===== src/hw/rtl/sdr_pkg.sv =====
// Shared types, constants and helper functions of the spectrum dose-rate block.
package sdr_pkg;

    // Result status codes
    localparam logic [2:0] ST_OK        = 3'd0;
    localparam logic [2:0] ST_BAD_TOTAL = 3'd1;
    localparam logic [2:0] ST_SHORT     = 3'd2;
    localparam logic [2:0] ST_BACK      = 3'd3;
    localparam logic [2:0] ST_NO_ADV    = 3'd4;
    localparam logic [2:0] ST_SMALL     = 3'd5;
    localparam logic [2:0] ST_BAD_INST  = 3'd6;
    localparam logic [2:0] ST_LEN       = 3'd7;

    // Configuration register indexes
    localparam logic [1:0] CFG_DZ_SCALE  = 2'd0;
    localparam logic [1:0] CFG_MIN_DELTA = 2'd1;
    localparam logic [1:0] CFG_TIME_EPS  = 2'd2;
    localparam logic [1:0] CFG_CLOCK_HZ  = 2'd3;

    // Weight width covers (4095 - 10) * 96 with sign
    localparam int WGT_W   = 21;
    // Serial divider dividend: 96-bit product shifted left by 6
    localparam int DIV_N_W = 102;
    // Front-to-back queue
    localparam int Q_DEPTH = 4;
    localparam int Q_AW    = 2;

    typedef struct packed {
        logic [31:0] dz_scale;
        logic [31:0] min_delta;
        logic [31:0] time_eps;
        logic [31:0] core_clock_hz;
    } cfg_t;

    typedef struct packed {
        logic [31:0]      x;
        logic [WGT_W-1:0] weight;
        logic             last;
        logic [2:0]       verdict;
        logic [31:0]      live;
        logic [63:0]      ticks;
        logic [15:0]      total;
    } item_t;

    typedef struct packed {
        logic ready;
        logic done;
        logic first_pending;
    } back_ctl_t;

    // {valid, k}: total is 128 << k for k in 0..5
    function automatic logic [3:0] size_code(input logic [15:0] total);
        logic [3:0] r;
        r = 4'd0;
        for (int k = 0; k < 6; k++) begin
            if (total == (16'd128 << k)) begin
                r = {1'b1, 3'(k)};
            end
        end
        return r;
    endfunction

    // 96 >> k
    function automatic logic [6:0] weight_step(input logic [2:0] k);
        return 7'd96 >> k;
    endfunction

endpackage


===== src/hw/rtl/sdr_fifo.sv =====
// Short request queue between the front and the back part.
module sdr_fifo (
    input  logic          clk,
    input  logic          rst_n,
    input  logic          push,
    input  sdr_pkg::item_t din,
    output logic          full,
    input  logic          pop,
    output sdr_pkg::item_t dout,
    output logic          empty
);
    import sdr_pkg::*;

    item_t         q_mem [Q_DEPTH];
    logic [Q_AW-1:0] wr_ptr_reg, wr_ptr_next;
    logic [Q_AW-1:0] rd_ptr_reg, rd_ptr_next;
    logic [Q_AW:0]   fill_reg, fill_next;

    assign full  = (fill_reg == (Q_AW+1)'(Q_DEPTH));
    assign empty = (fill_reg == '0);
    assign dout  = q_mem[rd_ptr_reg];

    // Advance pointers and fill level
    always_comb
    begin
        wr_ptr_next = push ? wr_ptr_reg + 1'b1 : wr_ptr_reg;
        rd_ptr_next = pop ? rd_ptr_reg + 1'b1 : rd_ptr_reg;
        fill_next   = fill_reg;
        if (push && !pop)
        begin
            fill_next = fill_reg + 1'b1;
        end
        else if (pop && !push)
        begin
            fill_next = fill_reg - 1'b1;
        end
    end

    always_ff @(posedge clk or negedge rst_n)
    begin
        if (!rst_n)
        begin
            wr_ptr_reg <= '0;
            rd_ptr_reg <= '0;
            fill_reg   <= '0;
        end
        else
        begin
            wr_ptr_reg <= wr_ptr_next;
            rd_ptr_reg <= rd_ptr_next;
            fill_reg   <= fill_next;
        end
    end

    // Store a request
    always_ff @(posedge clk)
    begin
        if (push)
        begin
            q_mem[wr_ptr_reg] <= din;
        end
    end

`ifndef SYNTHESIS
    a_no_overflow: assert property (@(posedge clk) disable iff (!rst_n)
        full |-> !push || pop)
        else $error("request queue overflow");
    a_no_underflow: assert property (@(posedge clk) disable iff (!rst_n)
        empty |-> !pop)
        else $error("request queue underflow");
`endif

endmodule


===== config.mk =====
export PLATFORM = sky130hd
export DESIGN_NAME = sdr_fifo
export DESIGN_NICKNAME = d
export VERILOG_FILES = /design/src/hw/rtl/sdr_pkg.sv /design/src/hw/rtl/sdr_fifo.sv
export SDC_FILE = /design/constraint.sdc
export NUM_CORES = 1
export LEC_CHECK = 0
export BUFFER_PORTS_ARGS = -buffer_cell sky130_fd_sc_hd__buf_2
export CAP_MARGIN = 20
export CORE_MARGIN = 5
export CORE_UTILIZATION = 47
export DETAILED_ROUTE_END_ITERATION = 6
export PLACE_DENSITY = 0.77
export SLEW_MARGIN = 25
export SYNTH_ARGS = -nofsm -noshare
export SYNTH_HDL_FRONTEND = slang
export SYNTH_SLANG_ARGS = --single-unit

===== constraint.sdc =====
create_clock -name clk -period 6.1 [get_ports clk]
set_input_delay 0.61 -clock clk [delete_from_list [all_inputs] [get_ports clk]]
set_output_delay 0.61 -clock clk [all_outputs]
set_load 0.01 [all_outputs]

==> results.sh <==
export IMPL_vias=11000
export IMPL_syn_area_sq_um=24700
export IMPL_min_period_ns=3.63
export IMPL_post_route_cells_drive_above_1_share=0.461
export IMPL_yosys_area_share_simple=0.00197
export IMPL_synth_seq_cells=683
export IMPL_path_buf_inv=2
export IMPL_path_cells="buf_4, mux4_2, buf_2"
export IMPL_reg2reg_from="wr_ptr_reg[0]$_DFFE_PN0P_"
export IMPL_powerDensity_nw_per_um2=490
export IMPL_post_place_ws_ns=3.03
export IMPL_drt_iter0_markers=705
export IMPL_tns_ns=0
export IMPL_timing_max_cap_violations=0
export IMPL_dieHeight_microns=239
export IMPL_fp_dieW_microns=239
export IMPL_synth_area_mux_share=0.154
export IMPL_fin_ws_ns=2.47
export IMPL_finalSetupViolCount=0
export IMPL_port_buffers=343
export IMPL_clock_sinks=683
export IMPL_design_die_area_sq_um=57300
export IMPL_post_cts_buffers=0
export IMPL_first_pass_iters=4
export IMPL_largest_reg_flops=676
export IMPL_finalMaxSlewViolations=0
export IMPL_area_growth_pct=19.4
export IMPL_dp_hpwl_mm=28.3
export IMPL_path_max_fanout=69
export IMPL_timing_final_crit_share=0.594
export IMPL_grt_start_max_net_pins=149
export IMPL_cts_root_buffer="clkbuf_16"
export IMPL_synth_xor_xnor_area_share=0.00212
export IMPL_synth_fa_ha_area_frac=0.00334
export IMPL_clk_pin_slew_ns=0.06
export IMPL_min_delay_start="din[138]"
export IMPL_grt_pass1_wl_mm=71.9
export IMPL_cts_path_max_buffers=3
export IMPL_fin_skew_ns=0.0193
export IMPL_finish_utilization=0.565
export IMPL_core_sq_um=52300
export IMPL_overflow=0
export IMPL_wl_per_cell_microns=23.3
export IMPL_worstMarginPinSlew_ns=1.05
export IMPL_route_detailed_drc=0
export IMPL_synth_warnings=0
export IMPL_nNetsFinal=1488
export IMPL_finalHoldViolations=0
export IMPL_synth_cell_types=18
export IMPL_hold_class="in -> reg"
export IMPL_max_freq_mhz=276
export IMPL_worstPathRequired_ns=5.49
export IMPL_cp_top_family="buffers and inverters"
export IMPL_status="completed"
export IMPL_holdWs_ns=0.241
export IMPL_netlist_instances=917
export IMPL_critPathCaptureType="output pin"
export IMPL_io_pins=344
export IMPL_fillers=3766
export IMPL_worst_ep_arrival_time_ns=3.02
export IMPL_crit_path_start="rd_ptr_reg[1]$_DFFE_PN0P_"
export IMPL_syn_area_per_cell_sq_um=27.0
export IMPL_cts_max_level=3
export IMPL_rows=84
export IMPL_path_class="reg -> out"
export IMPL_synth_seq_area_share=0.827
export IMPL_numCtsBuffers=71
export IMPL_synth_top_family_by_area="multiplexers"
export IMPL_p_leak_nw=10.0
export IMPL_grt_pass1_vias=11800
export IMPL_max_stage_delay_ns=0.85
export IMPL_layout_common_cells="edfxtp_1, buf_2, mux4_2, clkbuf_16"
export IMPL_slew_headroom=0.300
export IMPL_ant_nets=0
export IMPL_cts_tree="done"
export IMPL_rsz0062_at_grt="no"
export IMPL_worstSkewPairLatency_ns=0.58
export IMPL_antenna_found_initial=11
export IMPL_synth_fp_nets=1096
export IMPL_wirelength_mm=48.1
export IMPL_start_kind="flop"
export IMPL_vias_per_cell=5.33
export IMPL_initial_core_util=0.473
export IMPL_layout_commonest_cell="edfxtp_1"
export IMPL_grt_use_total=0.166
export IMPL_ir_worst_vdd_uv=439
export IMPL_synth_compound_area_share=0.000202
export IMPL_routabilityCongestion=0.757
export IMPL_slowest_stage="dfrtp_4"
[metrics by stage]
| stage | instance area (sq um) | instances | total power [mW] |
|---|---|---|---|
| finish | 29600 | 2060 | 14.5 |
| global route | 29500 | 2059 | 15.2 |
| CTS | 29500 | 2050 | 14.7 |
| detailed placement | 27300 | 1922 | 10.6 |
| global placement | 27300 | 1922 | 10.5 |
| floorplan | 24700 | 917 | 9.16 |
[per-layer routing]
| metal | routed length [microns] | track usage | up-vias |
|---|---|---|---|
| met5 | 28 | 0 | - |
| met4 | 1250 | 0.0662 | 6 |
| met3 | 3430 | 0.0442 | 79 |
| met2 | 24700 | 0.269 | 374 |
| met1 | 18700 | 0.218 | 5731 |
| li1 | - | - | 4792 |
[synth_stat cells]
master | number | share of area
and2_1 | 4 | 0.0010
fa_1 | 1 | 0.00081
buf_2 | 20 | 0.0040
nor3_1 | 1 | 0.00020
o21ai_0 | 1 | 0.00020
nor2_1 | 1 | 0.00015
xnor2_1 | 2 | 0.00071
dfrtp_1 | 7 | 0.0071
xor2_1 | 4 | 0.0014
buf_6 | 11 | 0.0050
clkbuf_1 | 7 | 0.0011
nor3b_1 | 1 | 0.00030
inv_1 | 4 | 0.00061
edfxtp_1 | 676 | 0.82
mux2_2 | 1 | 0.00046
mux4_2 | 169 | 0.15
nand2_1 | 2 | 0.00030
ha_1 | 5 | 0.0025
[report_power, final]
group	total, mW	internal, mW	switching, mW	leakage, nW
combinational	3.97	1.80	2.17	2.64
clock	4.12	2.43	1.68	1.09
sequential	6.40	6.14	0.255	6.29
total	14.5	10.4	4.11	10.0
[layout make-up]
type / count / area [sq um] / area share
inverter: 4 / 15.0 / 0.000508
tap: 688 / 861 / 0.0291
sequential: 683 / 20500 / 0.693
clock inverter: 38 / 328 / 0.0111
timing repair buffer: 357 / 1920 / 0.0649
clock buffer: 89 / 1910 / 0.0646
multi-input combinational: 192 / 4020 / 0.136
antenna: 9 / 22.5 / 0.000762
[final timing paths]
kind	slack [ns]	depth (start not counted)	to
setup reg to reg	3.78	4	q_mem[3][55]$_DFFE_PP_
min in group asynchronous	0.41	2	fill_reg[1]$_DFFE_PN0P_
hold / removal	0.24	1	q_mem[1][138]$_DFFE_PP_
setup / recovery	2.47	3	dout[86]
max in group asynchronous	5.51	2	rd_ptr_reg[1]$_DFFE_PN0P_
hold reg to reg	0.50	1	fill_reg[2]$_DFFE_PN0P_
[worst register-to-register path: cells and delay by family, from the launching register on]
| family | cells | cell delay, ns |
|---|---|---|
| buffers and inverters | 2 | 0.83 |
| AND/OR/NAND/NOR | 1 | 0.37 |
| flip-flops | 1 | 0.40 |
| adder cells (fa/ha/maj) | 1 | 0.16 |
[logic make-up after synthesis]
group / Yosys count
muxes: 170
xor gates and xnor gates: 6
and+or+nand+nor: 9
DFF: 683
adders and majority gates: 6
AOI/OAI and AO/OA: 1
buffers and inverters: 42
[what timing repair did]
item                       CTS  global route
resized for setup            0             0
hold endpoints to repair     7             0
hold buffers                 1             0
setup endpoints to repair    0             0
Power figures use the tool's default switching activity.
