===== src/hw/rtl/sdr_pkg.sv =====
// Shared types, constants and helper functions of the spectrum dose-rate block.
package sdr_pkg;

    // Result status codes
    localparam logic [2:0] ST_OK        = 3'd0;
    localparam logic [2:0] ST_BAD_TOTAL = 3'd1;
    localparam logic [2:0] ST_SHORT     = 3'd2;
    localparam logic [2:0] ST_BACK      = 3'd3;
    localparam logic [2:0] ST_NO_ADV    = 3'd4;
    localparam logic [2:0] ST_SMALL     = 3'd5;
    localparam logic [2:0] ST_BAD_INST  = 3'd6;
    localparam logic [2:0] ST_LEN       = 3'd7;

    // Configuration register indexes
    localparam logic [1:0] CFG_DZ_SCALE  = 2'd0;
    localparam logic [1:0] CFG_MIN_DELTA = 2'd1;
    localparam logic [1:0] CFG_TIME_EPS  = 2'd2;
    localparam logic [1:0] CFG_CLOCK_HZ  = 2'd3;

    // Weight width covers (4095 - 10) * 96 with sign
    localparam int WGT_W   = 21;
    // Serial divider dividend: 96-bit product shifted left by 6
    localparam int DIV_N_W = 102;
    // Front-to-back queue
    localparam int Q_DEPTH = 4;
    localparam int Q_AW    = 2;

    typedef struct packed {
        logic [31:0] dz_scale;
        logic [31:0] min_delta;
        logic [31:0] time_eps;
        logic [31:0] core_clock_hz;
    } cfg_t;

    typedef struct packed {
        logic [31:0]      x;
        logic [WGT_W-1:0] weight;
        logic             last;
        logic [2:0]       verdict;
        logic [31:0]      live;
        logic [63:0]      ticks;
        logic [15:0]      total;
    } item_t;

    typedef struct packed {
        logic ready;
        logic done;
        logic first_pending;
    } back_ctl_t;

    // {valid, k}: total is 128 << k for k in 0..5
    function automatic logic [3:0] size_code(input logic [15:0] total);
        logic [3:0] r;
        r = 4'd0;
        for (int k = 0; k < 6; k++) begin
            if (total == (16'd128 << k)) begin
                r = {1'b1, 3'(k)};
            end
        end
        return r;
    endfunction

    // 96 >> k
    function automatic logic [6:0] weight_step(input logic [2:0] k);
        return 7'd96 >> k;
    endfunction

endpackage


===== src/hw/rtl/sdr_front.sv =====
// Front part: accept channel requests, classify them, form the channel increase.
module sdr_front #(
    parameter int MAX_CHANNELS = 4096
) (
    input  logic                              clk,
    input  logic                              rst_n,
    input  logic                              in_valid,
    output logic                              in_stall,
    input  logic [31:0]                       channel_count,
    input  logic [15:0]                       channel_total,
    input  logic [31:0]                       live_time,
    input  logic [63:0]                       record_ticks,
    input  logic                              last_channel,
    input  sdr_pkg::back_ctl_t                ctl,
    output logic                              prev_re,
    output logic [$clog2(MAX_CHANNELS)-1:0]   prev_raddr,
    input  logic [31:0]                       prev_rdata,
    output logic                              stg_we,
    output logic [$clog2(MAX_CHANNELS)-1:0]   stg_waddr,
    output logic [31:0]                       stg_wdata,
    output logic                              q_push,
    output sdr_pkg::item_t                    q_din,
    input  logic                              q_full
);
    import sdr_pkg::*;

    localparam int IDX_W = $clog2(MAX_CHANNELS);
    localparam int CNT_W = IDX_W + 1;

    logic             accept;
    logic [CNT_W-1:0] idx_reg, idx_next, idx_inc;
    logic [2:0]       verdict_reg, verdict_next, verdict_upd;
    logic             hold_reg, hold_next;
    logic             s1_valid_reg, s1_valid_next;
    logic             s1_acc_reg;
    logic [31:0]      s1_count_reg;
    logic [WGT_W-1:0] s1_weight_reg;
    logic             s1_last_reg;
    logic [2:0]       s1_verdict_reg;
    logic [31:0]      s1_live_reg;
    logic [63:0]      s1_ticks_reg;
    logic [15:0]      s1_total_reg;

    logic [3:0]              sz;
    logic                    size_ok;
    logic                    in_range;
    logic signed [CNT_W:0]   ofs;
    logic signed [CNT_W+8:0] wfull;
    logic [31:0]             x;

    // Classify the request
    assign sz       = size_code(channel_total);
    assign size_ok  = sz[3] && (17'(channel_total) <= 17'(MAX_CHANNELS));
    assign in_range = size_ok && (17'(idx_reg) < 17'(channel_total));
    assign ofs      = $signed({1'b0, idx_reg}) - $signed((CNT_W+1)'(10));
    assign wfull    = ofs * $signed({1'b0, weight_step(sz[2:0])});
    assign idx_inc  = (idx_reg == CNT_W'(MAX_CHANNELS)) ? idx_reg : idx_reg + 1'b1;

    assign q_push   = s1_valid_reg && !q_full;
    assign in_stall = hold_reg || !ctl.ready || (s1_valid_reg && q_full);
    assign accept   = in_valid && !in_stall;

    // Read the previous count, stage the current one
    assign prev_re    = accept && in_range;
    assign prev_raddr = idx_reg[IDX_W-1:0];
    assign stg_we     = accept && in_range;
    assign stg_waddr  = idx_reg[IDX_W-1:0];
    assign stg_wdata  = channel_count;

    // Verdict and index update
    always_comb
    begin
        verdict_upd = verdict_reg;
        if (verdict_reg == ST_OK)
        begin
            if (!size_ok)
            begin
                verdict_upd = ST_BAD_TOTAL;
            end
            else if (!in_range)
            begin
                verdict_upd = ST_LEN;
            end
            else if (last_channel && (17'(idx_inc) != 17'(channel_total)))
            begin
                verdict_upd = ST_LEN;
            end
        end
        idx_next      = idx_reg;
        verdict_next  = verdict_reg;
        hold_next     = hold_reg;
        s1_valid_next = s1_valid_reg && !q_push;
        if (ctl.done)
        begin
            hold_next = 1'b0;
        end
        if (accept)
        begin
            s1_valid_next = 1'b1;
            if (last_channel)
            begin
                idx_next     = '0;
                verdict_next = ST_OK;
                hold_next    = 1'b1;
            end
            else
            begin
                idx_next     = idx_inc;
                verdict_next = verdict_upd;
            end
        end
    end

    always_ff @(posedge clk or negedge rst_n)
    begin
        if (!rst_n)
        begin
            idx_reg      <= '0;
            verdict_reg  <= ST_OK;
            hold_reg     <= 1'b0;
            s1_valid_reg <= 1'b0;
        end
        else
        begin
            idx_reg      <= idx_next;
            verdict_reg  <= verdict_next;
            hold_reg     <= hold_next;
            s1_valid_reg <= s1_valid_next;
        end
    end

    // Hold the request in the staging register
    always_ff @(posedge clk)
    begin
        if (accept)
        begin
            s1_acc_reg     <= in_range;
            s1_count_reg   <= channel_count;
            s1_weight_reg  <= WGT_W'(wfull);
            s1_last_reg    <= last_channel;
            s1_verdict_reg <= verdict_upd;
            s1_live_reg    <= live_time;
            s1_ticks_reg   <= record_ticks;
            s1_total_reg   <= channel_total;
        end
    end

    // Increase over the previous spectrum, clipped at zero
    always_comb
    begin
        x = '0;
        if (s1_acc_reg)
        begin
            if (ctl.first_pending)
            begin
                x = s1_count_reg;
            end
            else if (s1_count_reg > prev_rdata)
            begin
                x = s1_count_reg - prev_rdata;
            end
        end
        q_din.x       = x;
        q_din.weight  = s1_weight_reg;
        q_din.last    = s1_last_reg;
        q_din.verdict = s1_verdict_reg;
        q_din.live    = s1_live_reg;
        q_din.ticks   = s1_ticks_reg;
        q_din.total   = s1_total_reg;
    end

`ifndef SYNTHESIS
    a_hold_stalls: assert property (@(posedge clk) disable iff (!rst_n)
        hold_reg |-> in_stall)
        else $error("request taken while a spectrum is being finished");
`endif

endmodule


===== config.mk =====
export PLATFORM = sky130hd
export DESIGN_NAME = sdr_front
export DESIGN_NICKNAME = d
export VERILOG_FILES = /design/src/hw/rtl/sdr_pkg.sv /design/src/hw/rtl/sdr_front.sv
export SDC_FILE = /design/constraint.sdc
export NUM_CORES = 1
export LEC_CHECK = 0
export ABC_CLOCK_PERIOD_IN_PS = 8000
export BUFFER_PORTS_ARGS = -buffer_cell sky130_fd_sc_hd__buf_2
export CAP_MARGIN = 20
export CORE_MARGIN = 10
export CORE_UTILIZATION = 40
export CTS_CLUSTER_SIZE = 24
export DETAILED_ROUTE_END_ITERATION = 8
export GPL_TIMING_DRIVEN = 0
export PLACE_DENSITY = 0.71
export SLEW_MARGIN = 20
export SYNTH_ARGS = -nofsm -noshare
export SYNTH_HDL_FRONTEND = slang
export SYNTH_SLANG_ARGS = --single-unit

===== constraint.sdc =====
create_clock -name clk -period 8 [get_ports clk]
set_input_delay 0.8 -clock clk [delete_from_list [all_inputs] [get_ports clk]]
set_output_delay 0.8 -clock clk [all_outputs]
set_load 0.05 [all_outputs]

==> results of run 1 <==
## cells in the mapped netlist, drive strengths merged (4+ instances only)
| library cell | n |
|---|---|
| buf | 61 |
| xor2 | 23 |
| nand4 | 9 |
| a31oi | 8 |
| o21a | 10 |
| nor4 | 9 |
| xnor2 | 47 |
| o41ai | 4 |
| nor3 | 27 |
| nand2 | 68 |
| nor2 | 129 |
| or3 | 21 |
| a21o | 22 |
| o21ai | 48 |
| a22o | 10 |
| o211ai | 8 |
| and3 | 8 |
| o31ai | 7 |
| dfrtp | 18 |
| a211oi | 5 |
| or4 | 7 |
| a21oi | 68 |
| nand3 | 24 |
| fa | 75 |
| nor2b | 10 |
| clkbuf | 43 |
| or2 | 11 |
| ha | 92 |
| inv | 173 |
| nand2b | 10 |
| o21bai | 10 |
| edfxtp | 170 |
## cell families (layout without fill, tap and decap cells)
group                      Yosys count  count (layout)  share of synthesized area (%)
adders and majority gates          167             167                           19.8
other                                0               1                              0
buffers and inverters              278             723                           9.51
muxes                                5               5                          0.392
xor gates and xnor gates            70              70                           4.58
AOI/OAI and AO/OA                  232             232                           11.4
and+or+nand+nor                    351             351                           12.9
DFF                                188             188                           41.5
## worst max-delay path: cells and delay by family
family	cells	cell delay [ns]
AO/OA/AOI/OAI	6	1.35
adder cells (fa/ha/maj)	6	2.66
multiplexers	1	0.32
XOR/XNOR	1	0.12
buffers and inverters	8	1.15
AND/OR/NAND/NOR	6	1.39
## cells in the final DEF (no fill, tap or decap), drive strengths merged, types with 9 or more instances in the layout
cell	instances
nand4	9
a21o	22
inv	179
a22o	10
nor2	129
nor4	9
ha	92
o21bai	10
edfxtp	170
nand2b	10
clkinv	9
xor2	23
nor2b	10
a21oi	68
buf	474
nand2	68
or3	21
or2	11
nor3	27
o21a	10
o21ai	48
clkbuf	60
xnor2	47
fa	75
dfrtp	18
nand3	24
## metal layers
metal / vias up / global-route usage, % / part of all wire [%]
met5: - / 0 / 0
met4: 0 / 4.66 / 2.1
met3: 42 / 4.84 / 6.9
met2: 385 / 34.2 / 51
met1: 5389 / 22.1 / 40
li1: 5262 / - / -
## what timing repair did
action,in CTS,in global routing
endpoints found under the setup margin,3,3
resized for setup,1,3
pin swaps,0,0
## final cells by class
type	instances	share of cell area, %
clock inverters	15	1.07
inverters	174	3.96
diodes	1	0.0150
well taps	442	3.32
repair buffers	413	12.5
plain buffers	104	3.73
multi-input cells	825	39.5
clock buffers	17	2.55
flip-flops and latches	188	33.3
## metrics by stage
step                hold WS, ns  utilization, %  setup WS (ns)  cell area, µm²
CTS                       0.266            50.8          0.212           16700
finish                    0.283            50.9          0.376           16700
floorplan                 0.466               -          0.761           13400
detailed placement        0.503            49.0         -0.520           16000
global route              0.293            50.9         0.0746           16700
global placement          0.486            48.8         -0.459           16000
## worst paths after layout
| check | startpoint | endpoint | depth (start not counted) |
|---|---|---|---|
| min | rst_n | idx_reg[5] | 1 |
| max | channel_total[13] | s1_weight_reg[18] | 28 |
| min reg2reg | s1_valid_reg | s1_valid_reg | 2 |
| max in group asynchronous | rst_n | idx_reg[10] | 1 |
| min in group clk | record_ticks[10] | s1_ticks_reg[10] | 1 |
| max reg2reg | idx_reg[1] | s1_weight_reg[18] | 22 |
## power by group
part	switching, µW	internal, µW
clock network	442	422
registers	22.2	1170
logic	708	373
total	1170	1960
==> results.cfg, run 1 <==
[route]
drc = 0
wl_per_cell_um = 18.3
via_count = 11100
drtPass1Iterations = 5
drtAntennaViolNets = 0
vias_per_cell = 5.08
totalWireLength_um = 39800
drtIter0Drc = 699

[synthesis]
synth_flop_cell = edfxtp_1
synth_top_area_share_pct = 38.1
async_flop_share_pct = 9.57
postSynthAreaPerCell_um2 = 10.4
syn_inst = 1291
ys_seq_area_share_pct = 41.5
netlist_area_um2 = 13400
yosys-top-cells-area = edfxtp_1, fa_1, ha_1
synth_enable_flop_cells = 170
yosys.area.top_type = edfxtp_1
syn_nets = 1642
ys_ff_latch = 188
ys_warn_count = 0
yosysUniqueCellTypes = 73

[final_layout]
finalNetCount = 2074
area_delta_synth_final_pct = 24.4
num-fill-cells = 3031
drive_gt1_share_pct = 30.6
largest_register_ffs = 64
regArea_um2 = 5560
stdcell_count = 2179
multi_input_area_um2 = 6590

[global_routing]
grt_antenna_before_repair = 2
track_usage_pct = 19.0
grt_pass1_wl_um = 62200
first_global_vias = 11200
grt_max_degree = 99
grt.overflow.total = 0

[die]
die_h_um = 203
die_width_um = 203
ios = 413
initial_core_util_pct = 40.9
die_area_um2 = 41200
core_area_um2 = 32800
rows = 66

[timing]
fin_crit_sh_pct = 95.3
slew_headroom_pct = 44.2
tns_ns = 0
rsz0062_at_grt = false
fmax_mhz = 131
finalHoldViolations = 0
finalMaxSlewViolations = 0
fin_skew_ns = 0.0149
period_minus_slack_ns = 7.62
setup_viol = 0
tightest_slew_ns = 0.831

[place]
dp_cells = 2146
hpwl_um = 32100
io_buffer_count = 412
place.gp.congestion = 0.895

[cts]
cts_buffers = 17
htreeDepth = 4
cts_sinks = 188
clkTransAtPathRegs_ns = 0.08
clock_path_buffers = 2
cts_setup_buffers = 0
ctsHoldBuffers = 0
root_buffer = clkbuf_16
clock_latency_ns = 0.46
cts_tree = done

[worst_setup_path]
crit_arrival_ns = 7.81
setup.worst_path.start_class = input port
slowest_delay_ns = 0.53
crit_slowest_cell = fa_1
crit_type = in2reg
critPathMaxFanout = 10
ff2ff_setup_slack_ns = 1.39
setup.worst_path.end_class = register
cp.required_ns = 8.19

[power]
p_total_uw = 3130
power_density_nw_per_um2 = 188
vdd_drop_max_mv = 0.167
p_leak_uw = 0.00791

[min_path]
hold_class = in2async

[outcome]
status = complete, no violations

[job]
maxCapViolCount = 0
(Power assumes the default switching activity.)
==> run 2: changes to the inputs <==
--- a/config.mk
+++ b/config.mk
@@ -9,11 +9,11 @@
 export BUFFER_PORTS_ARGS = -buffer_cell sky130_fd_sc_hd__buf_2
 export CAP_MARGIN = 20
 export CORE_MARGIN = 10
-export CORE_UTILIZATION = 40
+export CORE_UTILIZATION = 53
 export CTS_CLUSTER_SIZE = 24
 export DETAILED_ROUTE_END_ITERATION = 8
 export GPL_TIMING_DRIVEN = 0
-export PLACE_DENSITY = 0.71
+export PLACE_DENSITY = 0.88
 export SLEW_MARGIN = 20
 export SYNTH_ARGS = -nofsm -noshare
 export SYNTH_HDL_FRONTEND = slang
==> results.cfg, run 2 (synthesis results as in run 1) <==
[worst_setup_path]
crit_type = in2reg
critPathMaxFanout = 10
cp.required_ns = 8.19
setup.worst_path.start_class = input port
startpoint = channel_total[6]
crit_arrival_ns = 7.81
worst-path-buf-inv = 8
slowest_delay_ns = 0.53
crit_slowest_cell = fa_1
path_delay_family = adder cells
r2r-start = idx_reg[1]
setup.worst_path.end_class = register

[die]
rows = 58
initial_core_util_pct = 53.5
die_area_um2 = 32000
die_width_um = 179
core_area_um2 = 25000
ios = 413
die_h_um = 179

[job]
maxCapViolCount = 0

[cts]
clkTransAtPathRegs_ns = 0.08
cts_tree = done
clock_path_buffers = 2
cts_buffers = 17
cts_setup_buffers = 0
cts_sinks = 188
clock_latency_ns = 0.44
ctsHoldBuffers = 0
htreeDepth = 4
root_buffer = clkbuf_16

[timing]
finalHoldViolations = 0
fin_skew_ns = 0.0155
finalMaxSlewViolations = 0
setup_viol = 0
period_minus_slack_ns = 7.62
tightest_slew_ns = 0.755
fin_hold_ws_ns = 0.286
tns_ns = 0
fin_crit_sh_pct = 95.3
slew_headroom_pct = 49.3
fmax_mhz = 131

[final_layout]
final_common_cell = buf_2
area_delta_synth_final_pct = 23.6
finalNetCount = 2074
stdcell_count = 2067
largest_register_ffs = 64
final_cell_mix = buf_2, inv_1, edfxtp_1, nor2_1, ha_1
drive_gt1_share_pct = 30.6

[global_routing]
grt.overflow.total = 0
grt_pass1_wl_um = 60400
grt_antenna_before_repair = 2
first_global_vias = 11500
track_usage_pct = 23.9
grt_max_degree = 112

[place]
io_buffer_count = 412
dp_cells = 2034
hpwl_um = 32000
place.gp.congestion = 0.917

[power]
power_density_nw_per_um2 = 192
vdd_drop_max_mv = 0.131
p_leak_uw = 0.00792

[min_path]
hold_class = in2async

[route]
totalWireLength_um = 39800
drtAntennaViolNets = 0
drc = 0
wl_per_cell_um = 19.2
vias_per_cell = 5.50
via_count = 11400
drtPass1Iterations = 9
drtIter0Drc = 1093

[outcome]
status = complete, no violations
==> run 2: cell count changes in the layout (fill, tap and decap cells not counted) <==
cell,before,now
inv_6,3,4
clkinvlp_4,1,0
clkinv_8,6,7
inv_8,4,1
clkinv_1,2,1
inv_12,0,3
==> run 2: report_power, final <==
group / switching, µW / internal (µW) / leakage (µW) / total, µW
clock network: 461 / 434 / 0.000302 / 895
registers: 22.5 / 1170 / 0.00181 / 1190
logic: 716 / 376 / 0.00581 / 1090
==> run 2: area by class of cell <==
cell class | count | area (µm²)
Antenna cell | 1 | 2.50
Clock inverter | 15 | 206
Fill cell | 1955 | 8470
Clock buffer | 17 | 425
Multi-Input combinational cell | 825 | 6590
Inverter | 174 | 661
Timing Repair Buffer | 413 | 2090
Tap cell | 330 | 413
Buffer | 104 | 622
Sequential cell | 188 | 5560
==> run 2: final timing paths <==
| check | to | slack [ns] | cells after the start |
|---|---|---|---|
| min reg2reg | s1_valid_reg | 0.51 | 2 |
| max in group asynchronous | idx_reg[0] | 7.40 | 1 |
| min | hold_reg | 0.29 | 1 |
| max reg2reg | s1_weight_reg[20] | 1.47 | 23 |
| max | s1_weight_reg[20] | 0.38 | 28 |
| min in group clk | s1_valid_reg | 0.51 | 2 |
==> run 2: what timing repair did <==
item / CTS / global route
resized for setup: 1 / 3
endpoints found under the setup margin: 1 / 5
cloned: 0 / 0
==> run 2: per-stage QoR <==
| stage | area, µm² | total power [µW] | setup WS, ns | utilization, % |
|---|---|---|---|---|
| 6_report | 16600 | 3180 | 0.378 | 66.2 |
| 5_1_grt | 16600 | 3350 | -0.00241 | 66.2 |
| 4_1_cts | 16500 | 3200 | 0.255 | 66.1 |
| 3_5_place_dp | 15900 | 2290 | -0.480 | 63.5 |
| 3_3_place_gp | 15900 | 2260 | -0.379 | 63.4 |
| 2_1_floorplan | 13400 | 2020 | 0.761 | - |
==> run 2: routing by layer <==
| layer | GRT usage (%) | vias up | routed length (µm) |
|---|---|---|---|
| met5 | 0 | - | 0 |
| met4 | 8.96 | 0 | 1410 |
| met3 | 5.64 | 86 | 3840 |
| met2 | 43.3 | 591 | 20700 |
| met1 | 26.8 | 5411 | 13900 |
| li1 | - | 5273 | - |
